`config.mk`:
```
export PLATFORM = sky130hd
export DESIGN_NAME = json_array_object_splitter_flat
export DESIGN_NICKNAME = d
export VERILOG_FILES = /design/src/hw/rtl/jaos_pkg.sv /design/src/hw/rtl/jaos_if.sv /design/src/hw/rtl/json_array_object_splitter.sv /design/src/hw/rtl/jaos_window.sv /design/src/hw/rtl/jaos_core.sv /design/src/flat_wrapper.sv
export VERILOG_INCLUDE_DIRS = /design/src /design/src/hw/rtl
export SDC_FILE = /design/constraint.sdc
export NUM_CORES = 1
export LEC_CHECK = 0
export ABC_CLOCK_PERIOD_IN_PS = 4430
export BUFFER_PORTS_ARGS = -buffer_cell sky130_fd_sc_hd__clkbuf_2
export CAP_MARGIN = 20
export CORE_ASPECT_RATIO = 1.4
export CORE_MARGIN = 2
export CORE_UTILIZATION = 50
export CTS_CLUSTER_DIAMETER = 50
export DETAILED_ROUTE_END_ITERATION = 8
export HOLD_SLACK_MARGIN = 0.05
export PLACE_DENSITY = 0.79
export SLEW_MARGIN = 15
export SYNTH_ARGS = -nofsm -noshare
export SYNTH_HDL_FRONTEND = slang
export SYNTH_SLANG_ARGS = --single-unit
```
`constraint.sdc`:
```
create_clock -name clk -period 4.43 [get_ports clk]
set_input_delay 0.886 -clock clk [delete_from_list [all_inputs] [get_ports clk]]
set_output_delay 0.886 -clock clk [all_outputs]
set_load 0.005 [all_outputs]
```
`src/hw/rtl/assert_macros.svh`:
```
// assertion helpers, compiled out for synthesis
`ifndef ASSERT_MACROS_SVH
`define ASSERT_MACROS_SVH

`ifndef SYNTHESIS
`define JAOS_ASSERT(lbl, clk, rstn, expr, msg) \
  lbl: assert property (@(posedge clk) disable iff (!rstn) (expr)) else $error(msg);
`define JAOS_ASSERT_IMP(lbl, clk, rstn, ante, cons, msg) \
  lbl: assert property (@(posedge clk) disable iff (!rstn) (ante) |-> (cons)) else $error(msg);
`define JAOS_ASSERT_NXT(lbl, clk, rstn, ante, cons, msg) \
  lbl: assert property (@(posedge clk) disable iff (!rstn) (ante) |=> (cons)) else $error(msg);
`else
`define JAOS_ASSERT(lbl, clk, rstn, expr, msg)
`define JAOS_ASSERT_IMP(lbl, clk, rstn, ante, cons, msg)
`define JAOS_ASSERT_NXT(lbl, clk, rstn, ante, cons, msg)
`endif

`endif

```
`src/hw/rtl/jaos_pkg.sv`:
```
package jaos_pkg;

  localparam int TOKEN_LEN = 10;
  localparam int WIN_DEPTH = TOKEN_LEN - 1;

  localparam logic [7:0] TOKEN [TOKEN_LEN] = '{
    8'h22, 8'h63, 8'h68, 8'h61, 8'h70, 8'h74, 8'h65, 8'h72, 8'h73, 8'h22
  };

  localparam logic [7:0] CH_LBRACKET = 8'h5b;
  localparam logic [7:0] CH_RBRACKET = 8'h5d;
  localparam logic [7:0] CH_LBRACE   = 8'h7b;
  localparam logic [7:0] CH_RBRACE   = 8'h7d;
  localparam logic [7:0] CH_BSLASH   = 8'h5c;
  localparam logic [7:0] CH_QUOTE    = 8'h22;

  typedef enum logic [1:0] {
    PH_SEARCH = 2'd0,
    PH_SEEK   = 2'd1,
    PH_ARRAY  = 2'd2
  } phase_t;

  typedef enum logic [1:0] {
    ROLE_OUTSIDE = 2'd0,
    ROLE_OPEN    = 2'd1,
    ROLE_INSIDE  = 2'd2,
    ROLE_CLOSE   = 2'd3
  } role_t;

  typedef enum logic [2:0] {
    FIN_RUNNING  = 3'd0,
    FIN_CLOSED   = 3'd1,
    FIN_BETWEEN  = 3'd2,
    FIN_NO_ARRAY = 3'd3,
    FIN_TRUNC    = 3'd4
  } finish_t;

  typedef struct packed {
    logic shift;
    logic clear;
  } win_ctl_t;

  typedef struct packed {
    logic [7:0] out_byte;
    role_t      byte_role;
    finish_t    finish;
    logic       depth_overflow;
  } result_t;

endpackage

```
`src/hw/rtl/jaos_if.sv`:
```
interface jaos_in_if;
  logic       valid;
  logic       ready;
  logic [7:0] data_byte;
  logic       is_last;

  modport source (output valid, output data_byte, output is_last, input ready);
  modport sink (input valid, input data_byte, input is_last, output ready);
endinterface

interface jaos_out_if;
  logic       valid;
  logic       ready;
  logic [7:0] out_byte;
  logic [1:0] byte_role;
  logic [2:0] finish;
  logic       depth_overflow;

  modport source (output valid, output out_byte, output byte_role, output finish,
                  output depth_overflow, input ready);
  modport sink (input valid, input out_byte, input byte_role, input finish,
                input depth_overflow, output ready);
endinterface

```
`src/hw/rtl/json_array_object_splitter.sv`:
```
// path: an accepted beat is held in the input register, scanned combinationally, and
// its result is registered in the result register; throughput: one beat per cycle
// while the output is not stalled
// reset: synchronous active-low rst_n clears the scan state, the token window
// and both register valids; the block then searches for the token
`include "assert_macros.svh"

module json_array_object_splitter #(
  parameter int MAX_NEST_DEPTH = 255
) (
  input  logic              clk,
  input  logic              rst_n,
  jaos_in_if.sink           in_beat,
  jaos_out_if.source        out_beat
);

  logic              in_valid_r;
  logic [7:0]        in_byte_r;
  logic              in_last_r;
  logic              out_valid_r;
  jaos_pkg::result_t out_r;
  jaos_pkg::result_t result;
  jaos_pkg::win_ctl_t win_ctl;
  logic              hit;
  logic              advance;
  logic              step;

  assign advance       = !out_valid_r || out_beat.ready;
  assign step          = in_valid_r && advance;
  assign in_beat.ready = !in_valid_r || advance;

  always_ff @(posedge clk) begin
    if (!rst_n) begin
      in_valid_r <= 1'b0;
    end else if (in_beat.ready) begin
      in_valid_r <= in_beat.valid;
    end
  end

  always_ff @(posedge clk) begin
    if (in_beat.valid && in_beat.ready) begin
      in_byte_r <= in_beat.data_byte;
      in_last_r <= in_beat.is_last;
    end
  end

  jaos_window u_window (
    .clk       (clk),
    .rst_n     (rst_n),
    .ctl       (win_ctl),
    .data_byte (in_byte_r),
    .hit       (hit)
  );

  jaos_core #(
    .MAX_NEST_DEPTH (MAX_NEST_DEPTH)
  ) u_core (
    .clk       (clk),
    .rst_n     (rst_n),
    .step      (step),
    .data_byte (in_byte_r),
    .is_last   (in_last_r),
    .hit       (hit),
    .win_ctl   (win_ctl),
    .result    (result)
  );

  always_ff @(posedge clk) begin
    if (!rst_n) begin
      out_valid_r <= 1'b0;
    end else if (advance) begin
      out_valid_r <= in_valid_r;
    end
  end

  always_ff @(posedge clk) begin
    if (step) begin
      out_r <= result;
    end
  end

  assign out_beat.valid          = out_valid_r;
  assign out_beat.out_byte       = out_r.out_byte;
  assign out_beat.byte_role      = out_r.byte_role;
  assign out_beat.finish         = out_r.finish;
  assign out_beat.depth_overflow = out_r.depth_overflow;

  `JAOS_ASSERT_NXT(a_hold_input, clk, rst_n, in_valid_r && !advance, in_valid_r, "pending beat lost")
  `JAOS_ASSERT_NXT(a_step_output, clk, rst_n, step, out_valid_r, "processed beat not presented")

endmodule

```
`src/hw/rtl/jaos_window.sv`:
```
`include "assert_macros.svh"

module jaos_window (
  input  logic              clk,
  input  logic              rst_n,
  input  jaos_pkg::win_ctl_t ctl,
  input  logic [7:0]        data_byte,
  output logic              hit
);

  logic [7:0] win_r [jaos_pkg::WIN_DEPTH];
  logic [3:0] fill_r;
  logic       match;

  always_comb begin
    match = (data_byte == jaos_pkg::TOKEN[jaos_pkg::TOKEN_LEN-1]);
    for (int i = 0; i < jaos_pkg::WIN_DEPTH; i++) begin
      if (win_r[i] != jaos_pkg::TOKEN[i]) begin
        match = 1'b0;
      end
    end
  end

  assign hit = match && (fill_r >= 4'(jaos_pkg::WIN_DEPTH));

  always_ff @(posedge clk) begin
    if (!rst_n || ctl.clear) begin
      fill_r <= '0;
      for (int i = 0; i < jaos_pkg::WIN_DEPTH; i++) begin
        win_r[i] <= '0;
      end
    end else if (ctl.shift) begin
      for (int i = 0; i < jaos_pkg::WIN_DEPTH - 1; i++) begin
        win_r[i] <= win_r[i+1];
      end
      win_r[jaos_pkg::WIN_DEPTH-1] <= data_byte;
      if (fill_r < 4'(jaos_pkg::WIN_DEPTH)) begin
        fill_r <= fill_r + 4'd1;
      end
    end
  end

  `JAOS_ASSERT(a_fill_bound, clk, rst_n, fill_r <= 4'(jaos_pkg::WIN_DEPTH), "window fill past depth")

endmodule

```
`src/hw/rtl/jaos_core.sv`:
```
`include "assert_macros.svh"

module jaos_core #(
  parameter int MAX_NEST_DEPTH = 255
) (
  input  logic                clk,
  input  logic                rst_n,
  input  logic                step,
  input  logic [7:0]          data_byte,
  input  logic                is_last,
  input  logic                hit,
  output jaos_pkg::win_ctl_t  win_ctl,
  output jaos_pkg::result_t   result
);

  localparam int DW = $clog2(MAX_NEST_DEPTH + 1);
  localparam logic [DW-1:0] DepthMax = DW'(MAX_NEST_DEPTH);

  jaos_pkg::phase_t  phase_r, phase_nxt;
  logic [DW-1:0]     depth_r, depth_nxt;
  logic              quote_r, quote_nxt;
  logic              bslash_r, bslash_nxt;
  logic              closed;
  jaos_pkg::finish_t fin;
  jaos_pkg::role_t   role;
  logic              ovf;

  // next state and finish code
  always_comb begin
    phase_nxt  = phase_r;
    depth_nxt  = depth_r;
    quote_nxt  = quote_r;
    bslash_nxt = bslash_r;
    closed     = 1'b0;
    unique case (phase_r)
      jaos_pkg::PH_SEEK: begin
        if (data_byte == jaos_pkg::CH_LBRACKET) begin
          phase_nxt = jaos_pkg::PH_ARRAY;
        end
      end
      jaos_pkg::PH_ARRAY: begin
        if (depth_r == '0) begin
          if (data_byte == jaos_pkg::CH_LBRACE) begin
            depth_nxt  = DW'(1);
            quote_nxt  = 1'b0;
            bslash_nxt = 1'b0;
          end else if (data_byte == jaos_pkg::CH_RBRACKET) begin
            closed = 1'b1;
          end
        end else if (bslash_r) begin
          bslash_nxt = 1'b0;
        end else if (data_byte == jaos_pkg::CH_BSLASH) begin
          bslash_nxt = 1'b1;
        end else if (data_byte == jaos_pkg::CH_QUOTE) begin
          quote_nxt = !quote_r;
        end else if (!quote_r) begin
          if (data_byte == jaos_pkg::CH_LBRACE) begin
            if (depth_r < DepthMax) begin
              depth_nxt = depth_r + DW'(1);
            end
          end else if (data_byte == jaos_pkg::CH_RBRACE) begin
            depth_nxt = depth_r - DW'(1);
          end
        end
      end
      default: begin
        if (hit) begin
          phase_nxt = jaos_pkg::PH_SEEK;
        end
      end
    endcase

    if (closed) begin
      fin = jaos_pkg::FIN_CLOSED;
    end else if (!is_last) begin
      fin = jaos_pkg::FIN_RUNNING;
    end else if (phase_nxt != jaos_pkg::PH_ARRAY) begin
      fin = jaos_pkg::FIN_NO_ARRAY;
    end else if (depth_nxt != '0) begin
      fin = jaos_pkg::FIN_TRUNC;
    end else begin
      fin = jaos_pkg::FIN_BETWEEN;
    end
  end

  // outputs
  always_comb begin
    role = jaos_pkg::ROLE_OUTSIDE;
    ovf  = 1'b0;
    unique case (phase_r)
      jaos_pkg::PH_ARRAY: begin
        if (depth_r == '0) begin
          if (data_byte == jaos_pkg::CH_LBRACE) begin
            role = jaos_pkg::ROLE_OPEN;
          end
        end else begin
          role = jaos_pkg::ROLE_INSIDE;
          if (!bslash_r && !quote_r && data_byte != jaos_pkg::CH_BSLASH
              && data_byte != jaos_pkg::CH_QUOTE) begin
            if (data_byte == jaos_pkg::CH_LBRACE && depth_r >= DepthMax) begin
              ovf = 1'b1;
            end
            if (data_byte == jaos_pkg::CH_RBRACE && depth_r == DW'(1)) begin
              role = jaos_pkg::ROLE_CLOSE;
            end
          end
        end
      end
      default: begin
        role = jaos_pkg::ROLE_OUTSIDE;
      end
    endcase
  end

  assign win_ctl.shift = step && (phase_r != jaos_pkg::PH_SEEK)
                         && (phase_r != jaos_pkg::PH_ARRAY);
  assign win_ctl.clear = step && (fin != jaos_pkg::FIN_RUNNING);

  assign result.out_byte       = data_byte;
  assign result.byte_role      = role;
  assign result.finish         = fin;
  assign result.depth_overflow = ovf;

  always_ff @(posedge clk) begin
    if (!rst_n) begin
      phase_r  <= jaos_pkg::PH_SEARCH;
      depth_r  <= '0;
      quote_r  <= 1'b0;
      bslash_r <= 1'b0;
    end else if (step) begin
      if (fin != jaos_pkg::FIN_RUNNING) begin
        phase_r  <= jaos_pkg::PH_SEARCH;
        depth_r  <= '0;
        quote_r  <= 1'b0;
        bslash_r <= 1'b0;
      end else begin
        phase_r  <= phase_nxt;
        depth_r  <= depth_nxt;
        quote_r  <= quote_nxt;
        bslash_r <= bslash_nxt;
      end
    end
  end

  `JAOS_ASSERT(a_depth_bound, clk, rst_n, depth_r <= DepthMax, "brace depth past maximum")
  `JAOS_ASSERT_IMP(a_depth_phase, clk, rst_n, phase_r != jaos_pkg::PH_ARRAY, depth_r == '0, "depth outside array")
  `JAOS_ASSERT_NXT(a_finish_clears, clk, rst_n, step && fin != jaos_pkg::FIN_RUNNING, phase_r == jaos_pkg::PH_SEARCH && depth_r == '0, "finish did not clear state")

endmodule
```
`src/flat_wrapper.sv`:
```
// flat-port wrapper written by rule: the top's interface ports become plain ports
module json_array_object_splitter_flat 
#(
  parameter int MAX_NEST_DEPTH = 255
)
  (clk, rst_n, in_beat_valid, in_beat_data_byte, in_beat_is_last, in_beat_ready, out_beat_valid, out_beat_out_byte, out_beat_byte_role, out_beat_finish, out_beat_depth_overflow, out_beat_ready);
  jaos_in_if in_beat_i ();
  jaos_out_if out_beat_i ();
  input  logic clk;
  input  logic rst_n;
  input wire logic [$bits(in_beat_i.valid)-1:0] in_beat_valid;
  input wire logic [$bits(in_beat_i.data_byte)-1:0] in_beat_data_byte;
  input wire logic [$bits(in_beat_i.is_last)-1:0] in_beat_is_last;
  output wire logic [$bits(in_beat_i.ready)-1:0] in_beat_ready;
  output wire logic [$bits(out_beat_i.valid)-1:0] out_beat_valid;
  output wire logic [$bits(out_beat_i.out_byte)-1:0] out_beat_out_byte;
  output wire logic [$bits(out_beat_i.byte_role)-1:0] out_beat_byte_role;
  output wire logic [$bits(out_beat_i.finish)-1:0] out_beat_finish;
  output wire logic [$bits(out_beat_i.depth_overflow)-1:0] out_beat_depth_overflow;
  input wire logic [$bits(out_beat_i.ready)-1:0] out_beat_ready;
  assign in_beat_i.valid = in_beat_valid;
  assign in_beat_i.data_byte = in_beat_data_byte;
  assign in_beat_i.is_last = in_beat_is_last;
  assign in_beat_ready = in_beat_i.ready;
  assign out_beat_valid = out_beat_i.valid;
  assign out_beat_out_byte = out_beat_i.out_byte;
  assign out_beat_byte_role = out_beat_i.byte_role;
  assign out_beat_finish = out_beat_i.finish;
  assign out_beat_depth_overflow = out_beat_i.depth_overflow;
  assign out_beat_i.ready = out_beat_ready;
  json_array_object_splitter #(.MAX_NEST_DEPTH(MAX_NEST_DEPTH)) u_core (.clk(clk), .rst_n(rst_n), .in_beat(in_beat_i), .out_beat(out_beat_i));
endmodule
```
==> flow_metrics.py, run 1 <==
metrics = {
    "cts": {
        "postCtsHoldBufs": 0,
        "cts_buffer_depth": 2,
        "cts_made_buffers": 17,
        "clockRootBuffer": "clkbuf_16",
        "post_cts_resized": 0,
        "clk_latency_ns": 0.41,
        "post-cts-setup-buffers": 0,
        "htree_levels": 4,
        "cts_tree": "built",
        "clkSinkCount": 113,
        "path_clk_slew_ns": 0.06,
    },
    "outcome": {
        "outcome": "completed",
    },
    "route": {
        "first_iter_violations": 280,
        "vias_per_cell": 5.75,
        "num_vias": 3508,
        "route.detailed.drc": 0,
        "firstDrtPassIters": 5,
        "wl_um": 10800,
        "postRouteAntennaNets": 0,
        "avgRoutedWirePerCell_um": 17.7,
    },
    "floorplanning": {
        "fp.coreArea_um2": 10300,
        "io_pins": 29,
        "die_y_um": 125,
        "dieArea_um2": 11400,
        "std_cell_rows": 44,
        "start_util_pct": 51.0,
        "die_x_um": 90.6,
    },
    "cells_and_area": {
        "fillerInstances": 832,
        "drive_gt1_share_pct": 15.9,
        "areaGrowthSynthToFinish_pct": 15.8,
        "finish.utilization_pct": 59.1,
        "nets": 480,
        "diodes": 0,
        "final_cells": 610,
    },
    "grt": {
        "grt_max_degree": 73,
        "grt_pass1_vias": 3576,
        "antenna_found_initial": 0,
        "grt_usage_pct": 20.0,
        "grt_pass1_wl_um": 17400,
        "gr-total-overflow": 0,
    },
    "placed_design": {
        "placed_cells": 578,
        "dpl.hpwl_um": 7280,
        "io_buffers": 28,
        "preCtsSetupSlack_ns": 1.24,
        "place.gp.congestion": 0.895,
    },
    "sta": {
        "setup_tns_ns": 0,
        "finalWorstPathRequiredPeriod_ns": 3.16,
        "rsz0062_at_grt": "no",
        "clock_skew_ns": 0.00818,
        "fin_crit_sh_pct": 71.4,
        "worst_pin_slew_ns": 0.955,
        "final_hold_viol_count": 0,
        "setup_violations": 0,
        "relSlewSlack_pct": 36.2,
        "drv_slew": 0,
        "max_freq_mhz": 316,
        "finalWorstSetupSlack_ns": 1.27,
    },
    "worst_setup_path": {
        "crit_path_end_kind": "register",
        "worstPathRequired_ns": 4.59,
        "crit_path_max_fanout": 10,
        "worstPathArrival_ns": 3.32,
        "crit_buf_inv": 1,
        "slowest_stage": "a2111oi_0",
        "critPathKind": "reg -> reg",
        "path_delay_family": "compound AO/OA/AOI/OAI gates",
        "cpPeakStageDelay_ns": 0.56,
        "cp-start-kind": "register",
        "path_cells": "inv_1, ha_1, nor3b_1, and2_1, a2111oi_0, a311oi_1, a2111oi_0, a31oi_1, nor2b_1",
        "cpMostUsedCell": "a2111oi_0",
    },
    "synthesis": {
        "synth_ff_type": "edfxtp_1",
        "synth_edf_count": 95,
        "ys_warn_count": 0,
        "syn_inst": 427,
        "synth.distinct_cells": 66,
        "postSynthAreaPerCell_um2": 12.3,
        "ys_async_sr_fraction_pct": 0,
        "synthTopCellsByArea": "edfxtp_1 (54%), and2_1 (8.7%), dfxtp_1 (6.9%)",
        "synth.top_cell.area_share_pct": 54.3,
        "syn_area_um2": 5250,
        "yosys_register_bits": 113,
        "yosys.area.top_type": "edfxtp_1",
        "synth_nets": 448,
        "synth.most_common_cell": "edfxtp_1",
        "synth_commonest_cells": "edfxtp_1 (95), and2_1 (73), nor2_1 (27), nand2_1 (24), dfxtp_1 (18)",
        "seq_area_frac_synth_pct": 61.2,
    },
    "hold_path": {
        "hp-class": "reg -> reg",
    },
    "power": {
        "p_leak_nw": 2.20,
        "peakVddDrop_mv": 0.331,
        "pwr_density_cell_nw_per_um2": 449,
    },
    "job": {
        "cap_violations": 0,
    },
}
## path summary, 6_finish.rpt
check,startpoint,slack (ns),cells after the start,endpoint
max,u_core.u_core.depth_r[0],1.27,9,u_core.out_beat.finish[2]
min,u_core.u_core.quote_r,0.52,2,u_core.u_core.quote_r
max reg2reg,u_core.u_core.depth_r[0],1.27,9,u_core.out_beat.finish[2]
min reg2reg,u_core.u_core.quote_r,0.52,2,u_core.u_core.quote_r
## layer usage
metal	routed length, um	share of wire (%)	up-vias	global-route usage, %
li1	-	-	1677	-
met1	4180	39	1718	21.1
met2	5910	55	90	36.1
met3	435	4.0	23	5.90
met4	293	2.7	0	9.50
met5	0	0	-	0
## worst register-to-register path, stage by stage (launching register included)
cell and delay [ns]:
dfxtp_1 0.49, inv_1 0.10, ha_1 0.25, nor3b_1 0.20, and2_1 0.31, a2111oi_0 0.51, a311oi_1 0.14, a2111oi_0 0.56
a31oi_1 0.19, nor2b_1 0.17
## state kept, by name, summed over array words and instances (netlist names)
signal,cells
u_core.u_core.depth_r,8
u_core.out_beat.finish,3
u_core.in_byte_r,8
u_core.out_beat.out_byte,8
u_core.in_last_r,1
u_core.u_core.quote_r,1
u_core.out_beat.byte_role,2
u_core.in_valid_r,1
u_core.u_window.fill_r,4
u_core.u_window.win_r,72
u_core.u_core.bslash_r,1
u_core.out_beat.valid,1
u_core.u_core.phase_r,2
u_core.out_beat.depth_overflow,1
## per-stage QoR
stage	hold WS, ns	cell area [um2]	power (W)
after floorplan	0.455	5250	0.00134
after global placement	0.495	5490	0.00138
after detailed placement	0.512	5490	0.00139
after CTS	0.525	6080	0.00275
after global routing	0.559	6080	0.00282
final	0.524	6080	0.00273
## cells by family (layout without fill, tap and decap cells)
group	Yosys count	in the layout	synth area share, %
DFF	113	113	61.2
xor gates and xnor gates	4	4	0.667
adders and majority gates	8	8	1.91
AOI/OAI and AO/OA	62	62	8.39
and+or+nand+nor	209	209	24.5
buffers and inverters	29	74	2.98
muxes	2	2	0.405
## final cells by class
cell class                 instances  area, um2  area share (%)
inverter                          11       41.3           0.679
clock buffer                      19        433            7.12
clock inverter                    13        160            2.63
multi-input combinational        285       1890            31.0
timing repair buffer              31        175            2.88
sequential                       113       3210            52.8
tap                              138        173            2.84
## power by group
| part | internal (W) | switching, W | total (W) |
|---|---|---|---|
| logic | 0.0000386 | 0.0000702 | 0.000109 |
| registers | 0.00122 | 0.0000374 | 0.00126 |
| clock network | 0.000885 | 0.000478 | 0.00136 |
| total | 0.00214 | 0.000586 | 0.00273 |
## layout by cell type, fill, tap and decap left out, types with 3 or more instances in the layout
cell / netlist / layout
nand2b_1: 4 / 3
ha_1: 8 / 8
inv_1: 11 / 11
and2_1: 73 / 73
nor2b_1: 4 / 4
edfxtp_1: 95 / 95
clkbuf_2: 2 / 28
clkinv_4: 0 / 3
nand4_1: 8 / 8
nand3_1: 7 / 7
or3_1: 4 / 4
inv_6: 0 / 3
dfxtp_1: 18 / 18
nor2_1: 27 / 26
nor4b_1: 9 / 9
and3_1: 3 / 3
o211ai_1: 3 / 3
o21ai_0: 8 / 8
bufinv_16: 0 / 3
nand2_1: 24 / 24
nand4b_1: 4 / 4
nor4_1: 8 / 8
or4_1: 3 / 3
and4b_1: 6 / 6
a21boi_0: 3 / 3
a21oi_1: 13 / 13
xnor2_1: 3 / 3
clkbuf_16: 0 / 17
a31oi_1: 3 / 3
nor3_1: 7 / 7
No activity file was read; power rests on OpenSTA's default activity.
==> run 2, diff against run 1 <==
Settings changed: ABC_AREA set to 1, ABC_CLOCK_PERIOD_IN_PS 4430 to 2900, PLACE_DENSITY 0.79 to 0.82.
Clock period 4.43 ns to 2.9 ns, I/O delays scaled along.
==> flow_metrics.py, run 2 <==
metrics = {
    "outcome": {
        "outcome": "completed",
    },
    "power": {
        "internal_power_w": 0.00334,
        "p_total_w": 0.00439,
        "combPwrFrac_pct": 7.4,
        "swShare_pct": 24.0,
        "p_leak_nw": 2.70,
        "p_sw_w": 0.00105,
        "peakVddDrop_mv": 0.526,
        "pwr_density_cell_nw_per_um2": 689,
        "power_frac_clock_pct": 48.4,
        "p_seq_share_pct": 44.2,
    },
    "placed_design": {
        "dpl.hpwl_um": 8060,
        "place.gp.congestion": 0.939,
        "placed_cells": 758,
        "io_buffers": 28,
    },
    "worst_setup_path": {
        "path_delay_family": "simple AND/OR/NAND/NOR gates",
        "worstPathRequired_ns": 3.17,
        "cp-start-kind": "register",
        "path_cells": "inv_2, nand2_2, nor2_4, nand2_1, nand2_1, nor2_2, nor2_4, inv_2, a21oi_4, nand2_4, buf_4, nor2_1",
        "crit_path_end_kind": "register",
        "critPathKind": "reg -> reg",
        "slowest_stage": "edfxtp_1",
        "crit_path_max_fanout": 39,
        "crit_buf_inv": 3,
        "cpPeakStageDelay_ns": 0.42,
        "worstPathArrival_ns": 2.81,
    },
    "cts": {
        "post_cts_resized": 0,
        "clockRootBuffer": "clkbuf_16",
        "cts_made_buffers": 17,
        "clkSinkCount": 113,
        "clk_latency_ns": 0.42,
        "postCtsHoldBufs": 0,
        "path_clk_slew_ns": 0.06,
        "htree_levels": 4,
        "cts_buffer_depth": 2,
        "cts_tree": "built",
        "post-cts-setup-buffers": 0,
    },
    "job": {
        "cap_violations": 0,
    },
    "sta": {
        "finalWorstPathRequiredPeriod_ns": 2.55,
        "worst_pin_slew_ns": 0.706,
        "relSlewSlack_pct": 52.8,
        "final_hold_viol_count": 0,
        "max_freq_mhz": 392,
        "drv_slew": 0,
        "setup_tns_ns": 0,
        "rsz0062_at_grt": "no",
        "setup_violations": 0,
        "clock_skew_ns": 0.00968,
        "fin_crit_sh_pct": 87.9,
    },
    "synthesis": {
        "yosys.area.top_type": "edfxtp_1",
        "syn_area_um2": 5470,
        "seq_area_frac_synth_pct": 58.7,
        "synth.distinct_cells": 34,
        "synth.top_cell.area_share_pct": 52.1,
        "yosys_register_bits": 113,
        "postSynthAreaPerCell_um2": 9.25,
        "ys_warn_count": 0,
        "syn_inst": 592,
        "synth_nets": 613,
        "ys_async_sr_fraction_pct": 0,
        "synth_edf_count": 95,
        "synthTopCellsByArea": "edfxtp_1 (52%), nor2_1 (8.2%), inv_1 (7.1%)",
        "synth_commonest_cells": "nor2_1 (120), inv_1 (104), nand2_1 (100), edfxtp_1 (95)",
        "synth.most_common_cell": "nor2_1",
        "synth_ff_type": "edfxtp_1",
    },
    "route": {
        "firstDrtPassIters": 8,
        "route.detailed.drc": 0,
        "wl_um": 11700,
        "first_iter_violations": 332,
        "vias_per_cell": 5.24,
        "postRouteAntennaNets": 0,
        "avgRoutedWirePerCell_um": 14.8,
        "num_vias": 4142,
    },
    "floorplanning": {
        "die_y_um": 128,
        "start_util_pct": 50.9,
        "io_pins": 29,
        "dieArea_um2": 11800,
        "die_x_um": 92.4,
        "fp.coreArea_um2": 10800,
        "std_cell_rows": 45,
    },
    "cells_and_area": {
        "final_cell_mix": "nor2_1 (120), inv_1 (104), nand2_1 (100), edfxtp_1 (95), clkbuf_2 (28)",
        "final_common_cell": "nor2_1",
        "nets": 657,
        "drive_gt1_share_pct": 15.3,
        "areaGrowthSynthToFinish_pct": 16.5,
        "diodes": 0,
        "top_register": "u_core.u_window.win_r",
        "multi_input_area_um2": 1750,
        "final_cells": 790,
        "largest_reg_flops": 72,
        "final-seq-area_um2": 3210,
        "fillerInstances": 834,
        "finish.utilization_pct": 59.3,
    },
    "grt": {
        "grt_pass1_vias": 4123,
        "grtUsageMet2_pct": 38.5,
        "grt_use_met1_pct": 22.6,
        "grt_usage_pct": 21.0,
        "grtUsageMet3_pct": 4.82,
        "grt_pass1_wl_um": 19000,
        "grt_max_degree": 40,
        "gr-total-overflow": 0,
        "grt.busiest_layer": "met2",
        "antenna_found_initial": 0,
    },
    "hold_path": {
        "hp-class": "in -> reg",
    },
}
[run 2: changes by cell type in the layout (fill, tap and decap cells not counted), sizes merged, moves of 5 or more]
cell and change:
nand3 +20, buf +5, or4 -5, nand4b -5, inv +101, and2 -75
nor4b -8, a21oi +15, nor2 +104, nand4 +15, nand2 +83, and4b -8
[run 2: path summary, 6_finish.rpt]
path	start	depth (start not counted)	slack (ns)	endpoint
max	u_core.in_byte_r[7]	12	0.35	u_core.u_window.win_r[7][6]
max reg2reg	u_core.in_byte_r[7]	12	0.35	u_core.u_window.win_r[7][6]
min	in_beat_data_byte[2]	1	0.34	u_core.in_byte_r[2]
min reg2reg	u_core.in_byte_r[7]	0	0.51	u_core.out_beat.out_byte[7]
[run 2: metrics by stage]
stage	hold WS (ns)	cell area, um2	worst slack [ns]
final	0.338	6380	0.352
after global routing	0.327	6380	0.170
after CTS	0.325	6380	0.365
after detailed placement	0.485	5770	0.372
after global placement	0.476	5770	0.510
after floorplan	0.443	5490	0.355
[run 2: layer usage]
layer  part of all wire [%]  wire (um)  vias up
met4                    3.6        417        0
met3                    4.4        517       41
met1                     38       4390     1947
met5                      0          0        -
li1                       -          -     2021
met2                     54       6340      133
[run 2: power groups by stage]
stage	clock network [W]	registers [W]	logic [W]
6_report	0.00212	0.00194	0.000325
5_1_grt	0.00221	0.00195	0.000364
4_1_cts	0.00214	0.00194	0.000326
3_5_place_dp	0	0.00197	0.000321
3_3_place_gp	0	0.00197	0.000307
2_1_floorplan	0	0.00196	0.000232
[run 2: cells by family (layout without fill, tap and decap cells)]
family          Yosys count  in the layout  synth area share (%)
flops                   113            113                  58.7
simple gates            301            301                  24.7
buf+inv                 122            179                  9.53
fa+ha+maj                 8              8                  1.83
xor+xnor                  1              1                 0.160
compound gates           47             47                  5.10
[run 2: final cells by class]
cell class              instances  share of cell area, %
multi-input cells             357                   27.4
repair buffers                 36                   3.34
inverters                     111                   6.53
flip-flops and latches        113                   50.4
clock buffers                  18                   6.73
clock inverters                14                   2.81
well taps                     141                   2.77
